<file path="src/sv/irpfd_pkg.sv">
`timescale 1ns / 1ps

package irpfd_pkg;

	// Frame geometry and output scaling
	localparam int FRAME_BITS = 32;
	localparam int CNT_W      = $clog2(FRAME_BITS + 1);
	localparam int POS_W      = $clog2(FRAME_BITS);
	localparam int DUTY_STEP  = 125;
	localparam int DUTY_W     = 10;
	localparam int LEVEL_W    = 4;
	localparam int TIME_W     = 16;

	localparam logic [LEVEL_W-1:0] MAX_LEVEL   = LEVEL_W'(8);
	localparam logic [LEVEL_W-1:0] RESET_LEVEL = LEVEL_W'(4);

	// Remote command codes
	localparam logic [31:0] CODE_LED_ON  = 32'h00FF_A857;
	localparam logic [31:0] CODE_LED_OFF = 32'h00FF_E01F;
	localparam logic [31:0] CODE_UP      = 32'h00FF_E21D;
	localparam logic [31:0] CODE_DOWN    = 32'h00FF_A25D;

	// Decoder phases
	localparam logic [1:0] PH_IDLE = 2'd0;
	localparam logic [1:0] PH_LEAD = 2'd1;
	localparam logic [1:0] PH_BITS = 2'd2;

	// Register map
	localparam int CFG_IDX_W = 3;
	localparam logic [CFG_IDX_W-1:0] REG_LEAD_LOW_MIN  = 3'd0;
	localparam logic [CFG_IDX_W-1:0] REG_LEAD_LOW_MAX  = 3'd1;
	localparam logic [CFG_IDX_W-1:0] REG_LEAD_HIGH_MIN = 3'd2;
	localparam logic [CFG_IDX_W-1:0] REG_LEAD_HIGH_MAX = 3'd3;
	localparam logic [CFG_IDX_W-1:0] REG_ZERO_MIN      = 3'd4;
	localparam logic [CFG_IDX_W-1:0] REG_ZERO_MAX      = 3'd5;
	localparam logic [CFG_IDX_W-1:0] REG_ONE_MIN       = 3'd6;
	localparam logic [CFG_IDX_W-1:0] REG_ONE_MAX       = 3'd7;

	typedef struct packed {
		logic [TIME_W-1:0] capture_time;
		logic              edge_level;
	} in_item_t;

	typedef struct packed {
		logic               frame_done;
		logic [31:0]        command_code;
		logic               led1_on;
		logic [LEVEL_W-1:0] brightness_level;
		logic [DUTY_W-1:0]  pwm_duty;
		logic [1:0]         decoder_phase;
	} out_item_t;

	// Pulse width windows, all bounds exclusive
	typedef struct packed {
		logic [TIME_W-1:0] lead_low_min;
		logic [TIME_W-1:0] lead_low_max;
		logic [TIME_W-1:0] lead_high_min;
		logic [TIME_W-1:0] lead_high_max;
		logic [TIME_W-1:0] zero_min;
		logic [TIME_W-1:0] zero_max;
		logic [TIME_W-1:0] one_min;
		logic [TIME_W-1:0] one_max;
	} win_t;

	function automatic logic in_window(input logic [TIME_W-1:0] w,
		input logic [TIME_W-1:0] lo, input logic [TIME_W-1:0] hi);
		return (w > lo) && (w < hi);
	endfunction

endpackage

</file>
<file path="src/sv/irpfd_cfg_regs.sv">
`timescale 1ns / 1ps

module irpfd_cfg_regs (
	input  logic                               clk,
	input  logic                               arst_n,
	input  logic                               cfg_valid,
	output logic                               cfg_ready,
	input  logic [irpfd_pkg::CFG_IDX_W-1:0]    cfg_index,
	input  logic [irpfd_pkg::TIME_W-1:0]       cfg_data,
	output irpfd_pkg::win_t                    win
);

	irpfd_pkg::win_t win_q;

	assign cfg_ready = 1'b1;
	assign win       = win_q;

	// Window registers, reset to the standard timing
	always_ff @(posedge clk or negedge arst_n) begin
		if (!arst_n) begin
			win_q.lead_low_min  <= 16'd8000;
			win_q.lead_low_max  <= 16'd10000;
			win_q.lead_high_min <= 16'd3000;
			win_q.lead_high_max <= 16'd6000;
			win_q.zero_min      <= 16'd400;
			win_q.zero_max      <= 16'd800;
			win_q.one_min       <= 16'd1400;
			win_q.one_max       <= 16'd1900;
		end else if (cfg_valid) begin
			case (cfg_index)
				irpfd_pkg::REG_LEAD_LOW_MIN:  win_q.lead_low_min  <= cfg_data;
				irpfd_pkg::REG_LEAD_LOW_MAX:  win_q.lead_low_max  <= cfg_data;
				irpfd_pkg::REG_LEAD_HIGH_MIN: win_q.lead_high_min <= cfg_data;
				irpfd_pkg::REG_LEAD_HIGH_MAX: win_q.lead_high_max <= cfg_data;
				irpfd_pkg::REG_ZERO_MIN:      win_q.zero_min      <= cfg_data;
				irpfd_pkg::REG_ZERO_MAX:      win_q.zero_max      <= cfg_data;
				irpfd_pkg::REG_ONE_MIN:       win_q.one_min       <= cfg_data;
				irpfd_pkg::REG_ONE_MAX:       win_q.one_max       <= cfg_data;
				default: ;
			endcase
		end
	end

endmodule

</file>
<file path="src/sv/irpfd_core.sv">
`timescale 1ns / 1ps

module irpfd_core (
	input  logic                  clk,
	input  logic                  arst_n,
	input  logic                  in_valid,
	output logic                  in_stall,
	input  irpfd_pkg::in_item_t   in_data,
	input  irpfd_pkg::win_t       win,
	input  logic                  res_take,
	output logic                  res_load,
	output irpfd_pkg::out_item_t  res_item
);

	// Input register
	logic                 valid_s1;
	irpfd_pkg::in_item_t  item_s1;

	// Decoder state
	logic [irpfd_pkg::TIME_W-1:0]  prev_cap_q;
	logic [1:0]                    phase_q;
	logic [irpfd_pkg::CNT_W-1:0]   bit_cnt_q;
	logic [31:0]                   shift_q;
	logic                          led_q;
	logic [irpfd_pkg::LEVEL_W-1:0] level_q;

	logic [1:0]                    phase_d;
	logic [irpfd_pkg::CNT_W-1:0]   bit_cnt_d;
	logic [31:0]                   shift_d;
	logic                          led_d;
	logic [irpfd_pkg::LEVEL_W-1:0] level_d;
	logic                          done;
	logic [irpfd_pkg::TIME_W-1:0]  width;
	logic [irpfd_pkg::POS_W-1:0]   pos;
	logic                          is_zero;
	logic                          is_one;
	logic                          advance;

	assign advance  = valid_s1 && res_take;
	assign res_load = advance;
	assign in_stall = valid_s1 && !res_take;

	always_ff @(posedge clk or negedge arst_n) begin
		if (!arst_n) begin
			valid_s1 <= 1'b0;
		end else if (!in_stall) begin
			valid_s1 <= in_valid;
		end
	end

	always_ff @(posedge clk) begin
		if (!in_stall && in_valid) begin
			item_s1 <= in_data;
		end
	end

	// Width since the previous edge, wrapping
	assign width   = item_s1.capture_time - prev_cap_q;
	assign pos     = irpfd_pkg::POS_W'(irpfd_pkg::FRAME_BITS - 1) - bit_cnt_q[irpfd_pkg::POS_W-1:0];
	assign is_zero = irpfd_pkg::in_window(width, win.zero_min, win.zero_max);
	assign is_one  = irpfd_pkg::in_window(width, win.one_min, win.one_max);

	// Next state and frame dispatch
	always_comb begin
		phase_d   = phase_q;
		bit_cnt_d = bit_cnt_q;
		shift_d   = shift_q;
		led_d     = led_q;
		level_d   = level_q;
		done      = 1'b0;
		case (phase_q)
			irpfd_pkg::PH_LEAD: begin
				if (!item_s1.edge_level) begin
					if (irpfd_pkg::in_window(width, win.lead_high_min, win.lead_high_max)) begin
						phase_d   = irpfd_pkg::PH_BITS;
						shift_d   = '0;
						bit_cnt_d = '0;
					end else begin
						phase_d = irpfd_pkg::PH_IDLE;
					end
				end
			end
			irpfd_pkg::PH_BITS: begin
				if (!item_s1.edge_level) begin
					if (is_zero || is_one) begin
						shift_d[pos] = !is_zero;
						bit_cnt_d    = bit_cnt_q + 1'b1;
						if (bit_cnt_d == irpfd_pkg::CNT_W'(irpfd_pkg::FRAME_BITS)) begin
							phase_d = irpfd_pkg::PH_IDLE;
							done    = 1'b1;
							if (shift_d == irpfd_pkg::CODE_LED_ON) begin
								led_d = 1'b1;
							end else if (shift_d == irpfd_pkg::CODE_LED_OFF) begin
								led_d = 1'b0;
							end else if (shift_d == irpfd_pkg::CODE_UP) begin
								if (level_q < irpfd_pkg::MAX_LEVEL) level_d = level_q + 1'b1;
							end else if (shift_d == irpfd_pkg::CODE_DOWN) begin
								if (level_q != '0) level_d = level_q - 1'b1;
							end
						end
					end else begin
						phase_d = irpfd_pkg::PH_IDLE;
					end
				end
			end
			default: begin
				phase_d = irpfd_pkg::PH_IDLE;
				if (item_s1.edge_level &&
					irpfd_pkg::in_window(width, win.lead_low_min, win.lead_low_max)) begin
					phase_d = irpfd_pkg::PH_LEAD;
				end
			end
		endcase
	end

	always_ff @(posedge clk or negedge arst_n) begin
		if (!arst_n) begin
			prev_cap_q <= '0;
			phase_q    <= irpfd_pkg::PH_IDLE;
			bit_cnt_q  <= '0;
			shift_q    <= '0;
			led_q      <= 1'b0;
			level_q    <= irpfd_pkg::RESET_LEVEL;
		end else if (advance) begin
			prev_cap_q <= item_s1.capture_time;
			phase_q    <= phase_d;
			bit_cnt_q  <= bit_cnt_d;
			shift_q    <= shift_d;
			led_q      <= led_d;
			level_q    <= level_d;
		end
	end

	// Result word
	always_comb begin
		res_item.frame_done       = done;
		res_item.command_code     = done ? shift_d : 32'd0;
		res_item.led1_on          = led_d;
		res_item.brightness_level = level_d;
		res_item.pwm_duty         = irpfd_pkg::DUTY_W'(level_d * irpfd_pkg::DUTY_STEP);
		res_item.decoder_phase    = phase_d;
	end

endmodule

</file>
<file path="src/sv/irpfd_out_reg.sv">
`timescale 1ns / 1ps

module irpfd_out_reg (
	input  logic                  clk,
	input  logic                  arst_n,
	input  logic                  res_load,
	input  irpfd_pkg::out_item_t  res_item,
	output logic                  res_take,
	output logic                  out_valid,
	input  logic                  out_stall,
	output irpfd_pkg::out_item_t  out_data
);

	logic                 valid_q;
	irpfd_pkg::out_item_t data_q;

	// Free when empty or when the held word leaves this cycle
	assign res_take  = !valid_q || !out_stall;
	assign out_valid = valid_q;
	assign out_data  = data_q;

	always_ff @(posedge clk or negedge arst_n) begin
		if (!arst_n) begin
			valid_q <= 1'b0;
		end else if (res_take) begin
			valid_q <= res_load;
		end
	end

	always_ff @(posedge clk) begin
		if (res_load) begin
			data_q <= res_item;
		end
	end

endmodule

</file>
<file path="src/sv/ir_pulse_frame_decoder_top.sv">
`timescale 1ns / 1ps
// Channel   Direction  Handshake            Word
// in        sink       in_valid / in_stall  in_data   (capture_time, edge_level)
// out       source     out_valid / out_stall out_data (frame_done .. decoder_phase)
// cfg       sink       cfg_valid / cfg_ready cfg_index, cfg_data (window bounds)
//
// One edge word per cycle while out_stall is low; an accepted word passes the input
// register, then the result register, before out_valid rises.
// The decode between the two registers is a 16-bit subtract, window compares and
// a 32-bit code match.
// arst_n resets the decoder (level 4) and valid flags and loads the default windows.
// An output stall backs up into the input register; one more word is taken while
// a result waits.

module ir_pulse_frame_decoder_top (
	input  logic                            clk,
	input  logic                            arst_n,
	input  logic                            in_valid,
	output logic                            in_stall,
	input  irpfd_pkg::in_item_t             in_data,
	output logic                            out_valid,
	input  logic                            out_stall,
	output irpfd_pkg::out_item_t            out_data,
	input  logic                            cfg_valid,
	output logic                            cfg_ready,
	input  logic [irpfd_pkg::CFG_IDX_W-1:0] cfg_index,
	input  logic [irpfd_pkg::TIME_W-1:0]    cfg_data
);

	irpfd_pkg::win_t      win;
	irpfd_pkg::out_item_t res_item;
	logic                 res_take;
	logic                 res_load;

	irpfd_cfg_regs u_cfg (
		.clk       (clk),
		.arst_n    (arst_n),
		.cfg_valid (cfg_valid),
		.cfg_ready (cfg_ready),
		.cfg_index (cfg_index),
		.cfg_data  (cfg_data),
		.win       (win)
	);

	irpfd_core u_core (
		.clk      (clk),
		.arst_n   (arst_n),
		.in_valid (in_valid),
		.in_stall (in_stall),
		.in_data  (in_data),
		.win      (win),
		.res_take (res_take),
		.res_load (res_load),
		.res_item (res_item)
	);

	irpfd_out_reg u_out (
		.clk       (clk),
		.arst_n    (arst_n),
		.res_load  (res_load),
		.res_item  (res_item),
		.res_take  (res_take),
		.out_valid (out_valid),
		.out_stall (out_stall),
		.out_data  (out_data)
	);

endmodule

</file>
<file path="config.mk">
export PLATFORM = sky130hd
export DESIGN_NAME = ir_pulse_frame_decoder_top
export DESIGN_NICKNAME = d
export VERILOG_FILES = /design/src/sv/irpfd_pkg.sv /design/src/sv/irpfd_cfg_regs.sv /design/src/sv/irpfd_core.sv /design/src/sv/irpfd_out_reg.sv /design/src/sv/ir_pulse_frame_decoder_top.sv
export SDC_FILE = /design/constraint.sdc
export NUM_CORES = 1
export LEC_CHECK = 0
export BUFFER_PORTS_ARGS = -buffer_cell sky130_fd_sc_hd__buf_2
export CAP_MARGIN = 30
export CORE_AREA = 2 2 192 175
export DETAILED_ROUTE_END_ITERATION = 8
export DIE_AREA = 0 0 194 177
export PLACE_DENSITY = 0.67
export REMOVE_ABC_BUFFERS = 1
export SLEW_MARGIN = 20
export SYNTH_ARGS = -nofsm -noshare
export SYNTH_HDL_FRONTEND = slang
export SYNTH_SLANG_ARGS = --single-unit
export TNS_END_PERCENT = 20
</file>
<file path="constraint.sdc">
create_clock -name clk -period 11.5 [get_ports clk]
set_input_delay 0.575 -clock clk [delete_from_list [all_inputs] [get_ports clk]]
set_output_delay 0.575 -clock clk [all_outputs]
set_load 0.01 [all_outputs]
</file>
==> impl_results.rst, run 1 <==
.. list-table::
   :header-rows: 1

   * - Metric
     - Value
   * - GP Congestion
     - 1.008
   * - Synth Instances
     - 1652
   * - Number of cells after detailed placement
     - 2124
   * - Peak VDD IR
     - 132.5 µV
   * - Adder and majority cell fraction of the synthesized area
     - 13.71%
   * - Clock root buffer
     - clkbuf_16
   * - Pleak
     - 7.924 nW
   * - Final total power
     - 3.181 mW
   * - Fraction of met2 tracks used by global routing
     - 37.89%
   * - Portion of the clock cycle consumed by the worst path in the final layout
     - 79.72%
   * - Setup Buffers After CTS
     - 0
   * - Endpoints failing setup
     - 0
   * - Routed Wire Length
     - 40080 µm
   * - Internal power
     - 2.068 mW
   * - Aggregate negative setup slack
     - 0 ps
   * - Number of buffers inserted during clock tree synthesis
     - 29
   * - Fraction of the yosys area taken by sequential cells
     - 42.55%
   * - Synth async-reset ratio
     - 74.61%
   * - Die width
     - 194 µm
   * - Fmax
     - 109.1 MHz
   * - Source of the worst register-to-register timing path
     - u_core.prev_cap_q[0]$_DFFE_PN0P_
   * - Number of global-route vias before repair
     - 11970
   * - Tightest Pin Transition
     - 1021 ps
   * - Sequential group share of total power
     - 35.4%
   * - Class of the most critical setup path
     - reg2reg
   * - FF-to-FF End
     - u_out.out_data[11]$_DFFE_PP_
   * - Final cell count without fillers
     - 2181
   * - Crit. End Element
     - register
   * - EDFF count, synth
     - 65
   * - CTS H-Tree Depth
     - 1
   * - Total via count in the routed design
     - 12370
   * - Worst hold-check path type
     - in2async
   * - Pin count of the biggest net entering global routing
     - 80
   * - Worst endpoint required time
     - 11810 ps
   * - Overflow left after global routing
     - 0
   * - Pwr/cell area
     - 178.2 nW/µm²
   * - Residual DRC count
     - 0
   * - Hpwl dp
     - 28480 µm
   * - Xor/xnor cell area share of the yosys netlist
     - 1.153%
   * - Number of nets in the layout
     - 1947
   * - Synth Area in Simple Gates
     - 14.90%
   * - Global-route wire length before repair
     - 64590 µm
   * - Final Slew Violations
     - 0
   * - Unrepaired setup endpoints after global routing
     - no
   * - Clock sink total
     - 256
   * - Register-to-register setup slack
     - 2330 ps
   * - Final core utilization
     - 54.99%
   * - Power spent charging and discharging nets
     - 1.113 mW
   * - 1st-iter DRT viols
     - 1027
   * - WL/cell
     - 18.38 µm
   * - Floorplan die area
     - 34340 µm²
   * - Worst slack after detailed placement
     - 2426 ps
   * - Critical path data arrival time
     - 9470 ps
   * - Worst reg2reg path depth
     - 36
   * - Core Area
     - 32480 µm²
   * - DRT Pass-1 Iters
     - 7
   * - Share of cells above drive strength 1
     - 18.02%
   * - Mux contribution to synthesized area
     - 5.278%
   * - Flip-flop and latch count after synthesis
     - 256
   * - Global-route usage over all layers
     - 23.34%
   * - Headroom to the max-slew limit
     - 31.43%
   * - Max-capacitance violation count
     - 0
   * - Logic pwr share
     - 35.6%
   * - Largest stage delay on the critical path
     - 740 ps
   * - Hold buffer count at CTS
     - 0
   * - Initial standard-cell utilization of the core
     - 49.12%
   * - Mean Syn Cell Area
     - 9.657 µm²
   * - Cell Rows
     - 63
   * - Cell type of the slowest stage on the worst timing path
     - xnor2_1
   * - I/O pin total
     - 94
   * - Startpoint kind of the worst setup timing path
     - register
   * - Worst path most repeated cell
     - a21oi_1
   * - Total of fill cells in the finished design
     - 2918
   * - CTS clk-pin slew, worst paths
     - 60 ps
   * - Detailed-route vias per instance
     - 5.673
   * - Summed instance area of the synthesized netlist
     - 15950 µm²
   * - Worst clock skew
     - 11.17 ps
   * - Layer with the highest usage after global routing
     - met2
   * - Final Cell Area
     - 17860 µm²
   * - Final period demand of the worst path
     - 9168 ps
   * - Maximum number of buffers from clock root to sink
     - 3
   * - IO Port Bufs
     - 92
   * - Clock power share
     - 29.1%
   * - Compound-Gate Fraction of Synth Area
     - 16.16%
   * - Peak fanout along the critical path
     - 20
   * - Routing usage on met3
     - 2.954%
   * - Combinational family with the most area after synthesis
     - compound AO/OA/AOI/OAI gates
   * - Total placed instance area
     - 16870 µm²
   * - Most used DFF post-synth
     - dfrtp_1
   * - Antenna violations before repair
     - 0
   * - Clock tree from TritonCTS
     - done
   * - Routing usage on met1
     - 33.23%
   * - Antenna viol nets, final
     - 0
   * - Die H
     - 177 µm
   * - Final antenna diode count
     - 0
   * - Hold Vio Cnt, Final
     - 0
   * - Cells resized by post-CTS repair
     - 0
   * - Synthesis Warnings
     - 0
   * - Worst-Skew Late Latency
     - 560 ps
   * - Post-synthesis to final-layout area growth
     - 11.94%
   * - Proportion of total power due to net switching
     - 34.99%
   * - Run status
     - finished clean
   * - Worst Slack Setup Final
     - 2332 ps
   * - Post-route worst hold slack
     - 27.43 ps
   * - Synth cell types
     - 98
## placed cells by master (no fill, tap or decap), drive strengths merged, types with 7 or more instances in the layout
cell	synthesis	layout
nor4	10	10
inv	179	180
clkinv	2	9
nand4	26	26
nor3b	8	8
nor2	130	130
edfxtp	65	65
a21oi	94	94
fa	8	8
nand3	23	23
a211oi	15	15
clkbuf	47	43
nand2	175	175
and3b	11	11
dfstp	45	45
o211ai	10	10
a21o	14	14
o21bai	7	7
and2	13	13
dfrtp	146	146
o31ai	8	8
nor2b	11	11
nor3	18	18
nand2b	14	14
ha	162	162
buf	20	118
a211o	7	7
a31oi	7	7
o21a	21	21
o21ai	146	146
a21boi	9	9
mux2	70	70
a221o	14	14
xnor2	17	17
## final cells by class
type | instances | area (µm²) | area share [%]
timing repair buffer | 120 | 720.7 | 4.036
clock inverter | 13 | 147.6 | 0.8268
tap | 422 | 528.0 | 2.957
sequential | 256 | 6788 | 38.01
multi-input combinational | 1148 | 8202 | 45.93
inverter | 181 | 680.7 | 3.812
clock buffer | 41 | 790.8 | 4.428
## power by group through the flow
stage	registers, mW	clock network, mW	logic, mW
5_1_grt	1.14	0.974	1.28
6_report	1.13	0.924	1.13
4_1_cts	1.13	0.939	1.12
3_5_place_dp	1.14	0	1.11
3_3_place_gp	1.14	0	1.07
2_1_floorplan	1.13	0	0.761
## sequential cells by signal, summed over array words and instances (netlist names)
register / cells
u_cfg.win: 128
u_core.bit_cnt_q: 6
u_core.item_s1: 17
u_core.led_q: 1
u_core.level_q: 4
u_core.phase_q: 2
u_core.prev_cap_q: 16
u_core.shift_q: 32
u_core.valid_s1: 1
u_out.out_data: 48
u_out.out_valid: 1
## routing by layer
metal / vias up / part of all wire, %
li1: 5982 / -
met1: 5988 / 46
met2: 345 / 46
met3: 58 / 5.5
met4: 0 / 2.3
met5: - / 0
## worst max-delay path, delay by kind of cell (launching register included)
family	cells	cell delay, ps
compound gates	18	3640
flops	1	390
xor+xnor	2	820
simple gates	7	1110
fa+ha+maj	6	2600
buf+inv	3	360
## Yosys cell counts (6+ instances only)
master	number	area share [%]
nand2b_1	14	0.55
o21ai_1	10	0.31
nand3_1	22	0.69
nor4_1	8	0.31
edfxtp_1	65	12
dfstp_2	45	7.4
and3_1	6	0.24
nor2_1	130	3.1
nor2b_1	11	0.43
a21oi_1	93	2.9
fa_1	8	1.0
a221o_1	14	0.88
xnor2_1	17	0.93
o31ai_1	8	0.38
nand4_1	24	0.94
dfrtp_1	146	23
o21bai_1	7	0.33
o21ai_0	135	4.2
ha_1	162	13
and2_1	11	0.43
nor3_1	15	0.47
nand2_1	175	4.1
a21o_1	14	0.66
and4_1	6	0.33
inv_1	179	4.2
clkbuf_1	45	1.1
and3b_1	10	0.55
or2_2	6	0.24
a31oi_1	7	0.27
o21a_1	21	0.99
buf_2	11	0.35
mux2_2	69	4.9
o211ai_1	10	0.47
a21boi_0	6	0.28
a211oi_1	15	0.71
## how the worst max path moves through the flow
stage | start | to
5_1_grt | u_core.prev_cap_q[1]$_DFFE_PN0P_ | u_out.out_data[11]$_DFFE_PP_
2_1_floorplan | u_core.prev_cap_q[0]$_DFFE_PN0P_ | u_out.out_data[11]$_DFFE_PP_
6_report | u_core.prev_cap_q[0]$_DFFE_PN0P_ | u_out.out_data[11]$_DFFE_PP_
3_5_place_dp | u_core.prev_cap_q[0]$_DFFE_PN0P_ | u_out.out_data[11]$_DFFE_PP_
3_3_place_gp | u_core.prev_cap_q[0]$_DFFE_PN0P_ | u_out.out_data[11]$_DFFE_PP_
4_1_cts | u_core.prev_cap_q[0]$_DFFE_PN0P_ | u_out.out_data[11]$_DFFE_PP_
## logic make-up after synthesis
group | count (synthesis)
AND/OR/NAND/NOR | 478
multiplexers | 75
adder cells (fa/ha/maj) | 170
other | 1
AO/OA/AOI/OAI | 403
buffers and inverters | 248
flip-flops | 256
XOR/XNOR | 21
(Power assumes the default switching activity.)
==> inputs of run 2 (changes only) <==
Settings changed: PLACE_DENSITY 0.67 to 0.69.
Clock period 11.5 ns to 7.52 ns, I/O delays scaled along.
==> impl_results.rst, run 2 (synthesis gave the netlist of run 1 again) <==
.. list-table::
   :header-rows: 1

   * - Metric
     - Value
   * - Worst clock skew
     - 14.93 ps
   * - Cell Rows
     - 63
   * - Hold EP
     - u_core.item_s1[0]$_DFFE_PP_
   * - CTS H-Tree Depth
     - 1
   * - Global-route usage over all layers
     - 23.85%
   * - Pleak
     - 8.443 nW
   * - Number of global-route vias before repair
     - 12690
   * - Tightest Pin Transition
     - 870.2 ps
   * - Final Slew Violations
     - 0
   * - Clock root buffer
     - clkbuf_16
   * - Failing checks
     - setup timing
   * - Global-route wire length before repair
     - 66700 µm
   * - IO Port Bufs
     - 92
   * - Run status
     - complete, but fails checks
   * - Detailed-route vias per instance
     - 5.670
   * - Clock sink total
     - 256
   * - Headroom to the max-slew limit
     - 41.99%
   * - Number of cells after detailed placement
     - 2183
   * - Final period demand of the worst path
     - 7624 ps
   * - Total via count in the routed design
     - 12880
   * - Aggregate negative setup slack
     - -135.9 ps
   * - Max reg flops
     - 128
   * - Worst-Skew Late Latency
     - 560 ps
   * - Final antenna diode count
     - 0
   * - Peak VDD IR
     - 183.6 µV
   * - Worst reg2reg path depth
     - 36
   * - Max-capacitance violation count
     - 0
   * - Residual DRC count
     - 0
   * - Post-synthesis to final-layout area growth
     - 18.24%
   * - FF-to-FF End
     - u_out.out_data[11]$_DFFE_PP_
   * - Class of the most critical setup path
     - reg2reg
   * - Pin count of the biggest net entering global routing
     - 122
   * - Endpoints failing setup
     - 2
   * - Final cell count without fillers
     - 2271
   * - Most used cells in the layout excluding fill and tap cells
     - inv_1, nand2_1, ha_1
   * - Portion of the clock cycle consumed by the worst path in the final layout
     - 101.4%
   * - Critical path data arrival time
     - 7930 ps
   * - Register-to-register setup slack
     - -100 ps
   * - Core Area
     - 32480 µm²
   * - Worst Slack Setup Final
     - -104.1 ps
   * - Initial standard-cell utilization of the core
     - 49.12%
   * - Maximum number of buffers from clock root to sink
     - 3
   * - Pwr/cell area
     - 270.3 nW/µm²
   * - Depth of the worst hold-timing path
     - 1
   * - Share of cells above drive strength 1
     - 23.63%
   * - Fmax
     - 131.2 MHz
   * - Cell type of the slowest stage on the worst timing path
     - or4_4
   * - Number of nets in the layout
     - 2038
   * - Clock tree from TritonCTS
     - done
   * - Worst endpoint required time
     - 7820 ps
   * - Startpoint kind of the worst setup timing path
     - register
   * - Routed Wire Length
     - 40760 µm
   * - Unrepaired setup endpoints after global routing
     - yes
   * - Crit. End Element
     - register
   * - Worst hold path startpoint
     - in_data[0]
   * - Floorplan die area
     - 34340 µm²
   * - Peak fanout along the critical path
     - 5
   * - Antenna viol nets, final
     - 0
   * - I/O pin total
     - 94
   * - WL/cell
     - 17.95 µm
   * - Antenna violations before repair
     - 0
   * - Source of the worst register-to-register timing path
     - u_core.prev_cap_q[0]$_DFFE_PN0P_
   * - CTS clk-pin slew, worst paths
     - 60 ps
   * - Worst hold-check path type
     - in2reg
   * - Largest stage delay on the critical path
     - 500 ps
   * - Final core utilization
     - 58.08%
   * - Leading cell type in the layout, fill and taps excluded
     - inv_1
   * - 1st-iter DRT viols
     - 1014
   * - Overflow left after global routing
     - 0
   * - Hpwl dp
     - 27880 µm
   * - Die width
     - 194 µm
   * - Die H
     - 177 µm
   * - Hold Vio Cnt, Final
     - 0
   * - Number of buffers inserted during clock tree synthesis
     - 28
   * - DRT Pass-1 Iters
     - 5
   * - GP Congestion
     - 0.9783
   * - Post-route worst hold slack
     - 27.18 ps
==> run 2: cell count changes in the layout (fill, tap and decap cells not counted), moves of 5 or more <==
cell,before,now
a21boi_2,0,5
a21oi_1,93,86
a21oi_2,1,8
buf_4,22,94
clkbuf_1,10,5
dlygate4sd3_1,0,15
o21ai_0,134,127
o21ai_2,2,7
==> run 2: what timing repair did <==
item / CTS / global route
hold endpoints to repair: 14 / 21
setup endpoints to repair: 5 / 6
gates resized for setup: 30 / 25
hold buffers: 14 / 1
buffers inserted: 6 / 7
pin swaps: 32 / 31
==> run 2: layout make-up <==
type | instances | area (µm²)
multi-input combinational | 1148 | 8392
tap | 422 | 528.0
inverter | 181 | 680.7
clock inverter | 16 | 201.4
clock buffer | 36 | 772.0
sequential | 256 | 6788
fill | 2741 | 13610
timing repair buffer | 212 | 1500
==> run 2: how the worst max path moves through the flow <==
| stage | cells after the start | startpoint | slack (ps) | to |
|---|---|---|---|---|
| detailed placement | 35 | u_core.prev_cap_q[0]$_DFFE_PN0P_ | -510 | u_out.out_data[11]$_DFFE_PP_ |
| floorplan | 35 | u_core.prev_cap_q[0]$_DFFE_PN0P_ | -680 | u_out.out_data[11]$_DFFE_PP_ |
| global placement | 35 | u_core.prev_cap_q[0]$_DFFE_PN0P_ | -300 | u_out.out_data[11]$_DFFE_PP_ |
| finish | 36 | u_core.prev_cap_q[0]$_DFFE_PN0P_ | -100 | u_out.out_data[11]$_DFFE_PP_ |
| global route | 39 | u_core.prev_cap_q[1]$_DFFE_PN0P_ | -530 | u_out.out_data[11]$_DFFE_PP_ |
| CTS | 35 | u_core.prev_cap_q[0]$_DFFE_PN0P_ | -100 | u_out.out_data[11]$_DFFE_PP_ |
==> run 2: where the power goes <==
group	internal (mW)	total [mW]	switching, mW
clock network	0.865	1.45	0.587
registers	1.65	1.72	0.0736
logic	0.814	1.93	1.11
total	3.33	5.10	1.77
==> run 2: through the flow <==
stage          area, µm²  worst slack (ps)  power, mW
3_5_place_dp       17300            -505.2      3.537
3_3_place_gp       17270            -298.7      3.472
5_1_grt            18860            -534.2      5.425
4_1_cts            18550            -96.92      5.060
2_1_floorplan      15640            -676.5      2.897
6_report           18860            -104.1      5.099
==> run 2: per-layer routing <==
metal | vias to the layer above | track usage, % | share of wire [%]
met2 | 398 | 38.08 | 45
met3 | 69 | 3.754 | 6.8
li1 | 6181 | - | -
met4 | 0 | 6.629 | 2.5
met5 | - | 0 | 0
met1 | 6229 | 33.79 | 46
==> run 2: critical path: cells and delay by family, from the launching register on <==
family | cells | cell delay, ps
AOI/OAI and AO/OA | 17 | 2760
xor gates and xnor gates | 2 | 290
adders and majority gates | 6 | 2120
buffers and inverters | 5 | 520
DFF | 1 | 380
and+or+nand+nor | 6 | 1290
==> inputs of run 3 (changes only) <==
Settings changed: CTS_BUF_LIST set to sky130_fd_sc_hd__clkbuf_2 sky130_fd_sc_hd__clkbuf_4 sky130_fd_sc_hd__clkbuf_8, PLACE_DENSITY 0.69 to 0.74.
==> impl_results.rst, run 3 (synthesis gave the netlist of run 1 again) <==
.. list-table::
   :header-rows: 1

   * - Metric
     - Value
   * - Global-route wire length before repair
     - 68880 µm
   * - Peak fanout along the critical path
     - 4
   * - Unrepaired setup endpoints after global routing
     - yes
   * - Pin count of the biggest net entering global routing
     - 91
   * - Global-route usage over all layers
     - 24.76%
   * - Failing checks
     - setup timing
   * - Pwr/cell area
     - 264.9 nW/µm²
   * - Number of buffers inserted during clock tree synthesis
     - 45
   * - Proportion of total power due to net switching
     - 35.58%
   * - Depth of the worst hold-timing path
     - 3
   * - Worst endpoint required time
     - 7860 ps
   * - 1st-iter DRT viols
     - 1010
   * - Worst path most repeated cell
     - buf_6
   * - Number of global-route vias before repair
     - 13460
   * - Critical path data arrival time
     - 8040 ps
   * - Class of the most critical setup path
     - reg2reg
   * - Register-to-register setup slack
     - -170 ps
   * - Hold Vio Cnt, Final
     - 0
   * - Met2 wire len
     - 19850 µm
   * - Die width
     - 194 µm
   * - Startpoint kind of the worst setup timing path
     - register
   * - Clock power share
     - 27.7%
   * - Clock sink total
     - 256
   * - Clock tree from TritonCTS
     - done
   * - Cell type of the slowest stage on the worst timing path
     - fa_2
   * - Final antenna diode count
     - 0
   * - Detailed-route vias per instance
     - 5.664
   * - Met1 routed wirelength after detailed routing
     - 18340 µm
   * - Initial standard-cell utilization of the core
     - 49.12%
   * - Largest stage delay on the critical path
     - 570 ps
   * - Clock root buffer
     - clkbuf_8
   * - Total of fill cells in the finished design
     - 2681
   * - Max-capacitance violation count
     - 0
   * - Aggregate negative setup slack
     - -390.9 ps
   * - Worst hold-check path type
     - in2reg
   * - Floorplan die area
     - 34340 µm²
   * - Endpoints failing setup
     - 3
   * - Post-synthesis to final-layout area growth
     - 20.63%
   * - Fmax
     - 130.0 MHz
   * - Number of nets in the layout
     - 2099
   * - Final total power
     - 5.098 mW
   * - I/O pin total
     - 94
   * - Hpwl dp
     - 28830 µm
   * - Worst path buffer plus inverter count
     - 7
   * - CTS clk-pin slew, worst paths
     - 60 ps
   * - Die H
     - 177 µm
   * - Pleak
     - 8.724 nW
   * - Worst clock skew
     - 17.32 ps
   * - Total placed instance area
     - 17310 µm²
   * - Final period demand of the worst path
     - 7693 ps
   * - Antenna violations before repair
     - 0
   * - Run status
     - complete, but fails checks
   * - Final Slew Violations
     - 0
   * - Worst slack after detailed placement
     - -555.7 ps
   * - Headroom to the max-slew limit
     - 34.36%
   * - Share of cells above drive strength 1
     - 26.91%
   * - CTS H-Tree Depth
     - 2
   * - Metal3 WL
     - 2932 µm
   * - Portion of the clock cycle consumed by the worst path in the final layout
     - 102.3%
   * - Cell Rows
     - 63
   * - Max reg flops
     - 128
   * - Internal power
     - 3.284 mW
   * - Leading cell type in the layout, fill and taps excluded
     - nand2_1
   * - Peak VDD IR
     - 151.9 µV
   * - Residual DRC count
     - 0
   * - Crit. End Element
     - register
   * - Total via count in the routed design
     - 13290
   * - Stages on worst setup path
     - 37
   * - Final Cell Area
     - 19240 µm²
   * - Worst Slack Setup Final
     - -173.3 ps
   * - DRT Pass-1 Iters
     - 5
   * - Worst-Skew Late Latency
     - 600 ps
   * - GP Congestion
     - 0.9801
   * - WL/cell
     - 18.04 µm
   * - Routed Wire Length
     - 42350 µm
   * - Sequential group share of total power
     - 33.8%
   * - CP delay by family, top
     - compound AO/OA/AOI/OAI gates
   * - Maximum number of buffers from clock root to sink
     - 3
   * - Post-route worst hold slack
     - 80.66 ps
   * - IO Port Bufs
     - 92
   * - Logic pwr share
     - 38.5%
   * - Most used cells in the layout excluding fill and tap cells
     - nand2_1, inv_1, ha_1
   * - Core Area
     - 32480 µm²
   * - Worst reg2reg path depth
     - 37
   * - Topmost layer with routed signal wires
     - met4
   * - Tightest Pin Transition
     - 977.2 ps
   * - Overflow left after global routing
     - 0
   * - Antenna viol nets, final
     - 0
   * - Power spent charging and discharging nets
     - 1.814 mW
run 3: per-layer routing:
layer	up-vias	track usage (%)
li1	6300	-
met1	6411	32.81
met2	477	40.79
met3	105	4.726
met4	0	8.712
met5	-	0
run 3: worst paths after layout:
kind | startpoint | to
max in group asynchronous | arst_n | u_core.shift_q[27]$_DFFE_PN0P_
max | u_core.prev_cap_q[0]$_DFFE_PN0P_ | u_out.out_data[10]$_DFFE_PP_
min reg2reg | u_core.item_s1[12]$_DFFE_PP_ | u_core.prev_cap_q[11]$_DFFE_PN0P_
min in group asynchronous | arst_n | u_cfg.win[17]$_DFFE_PN0P_
max reg2reg | u_core.prev_cap_q[0]$_DFFE_PN0P_ | u_out.out_data[10]$_DFFE_PP_
min | cfg_data[4] | u_cfg.win[100]$_DFFE_PN1P_
run 3: layout make-up:
| type | count | area, µm² | share of cell area [%] |
|---|---|---|---|
| clock buffer | 74 | 893.4 | 4.642 |
| clock inverter | 10 | 96.34 | 0.5006 |
| inverter | 181 | 680.7 | 3.537 |
| multi-input combinational | 1148 | 8434 | 43.83 |
| sequential | 256 | 6788 | 35.27 |
| tap | 422 | 528.0 | 2.744 |
| timing repair buffer | 256 | 1823 | 9.473 |
run 3: worst register-to-register path: cells and delay by family, from the launching register on:
kind / cells / cell delay, ps
flip-flops: 1 / 410
AND/OR/NAND/NOR: 6 / 930
XOR/XNOR: 2 / 280
buffers and inverters: 7 / 710
AO/OA/AOI/OAI: 16 / 2910
adder cells (fa/ha/maj): 6 / 2220
run 3: power groups by stage:
| stage | Sequential, mW | Combinational [mW] | Clock (mW) |
|---|---|---|---|
| 4_1_cts | 1.72 | 1.88 | 1.44 |
| 3_3_place_gp | 1.74 | 1.71 | 0 |
| 6_report | 1.72 | 1.96 | 1.41 |
| 2_1_floorplan | 1.73 | 1.16 | 0 |
| 5_1_grt | 1.74 | 2.18 | 1.50 |
| 3_5_place_dp | 1.75 | 1.79 | 0 |
run 3: repair_timing:
action / 4_1_cts / 5_1_grt
hold buffers: 20 / 0
pin swaps: 40 / 40
buffers inserted: 41 / 15
gates resized for setup: 32 / 37
cloned: 0 / 0
hold endpoints to repair: 73 / 0
setup endpoints to repair: 5 / 6
run 3: through the flow:
step	util, %	cells
floorplan	-	1585
global placement	53.17	2180
detailed placement	53.31	2184
CTS	58.28	2329
global route	59.25	2347
finish	59.25	2347
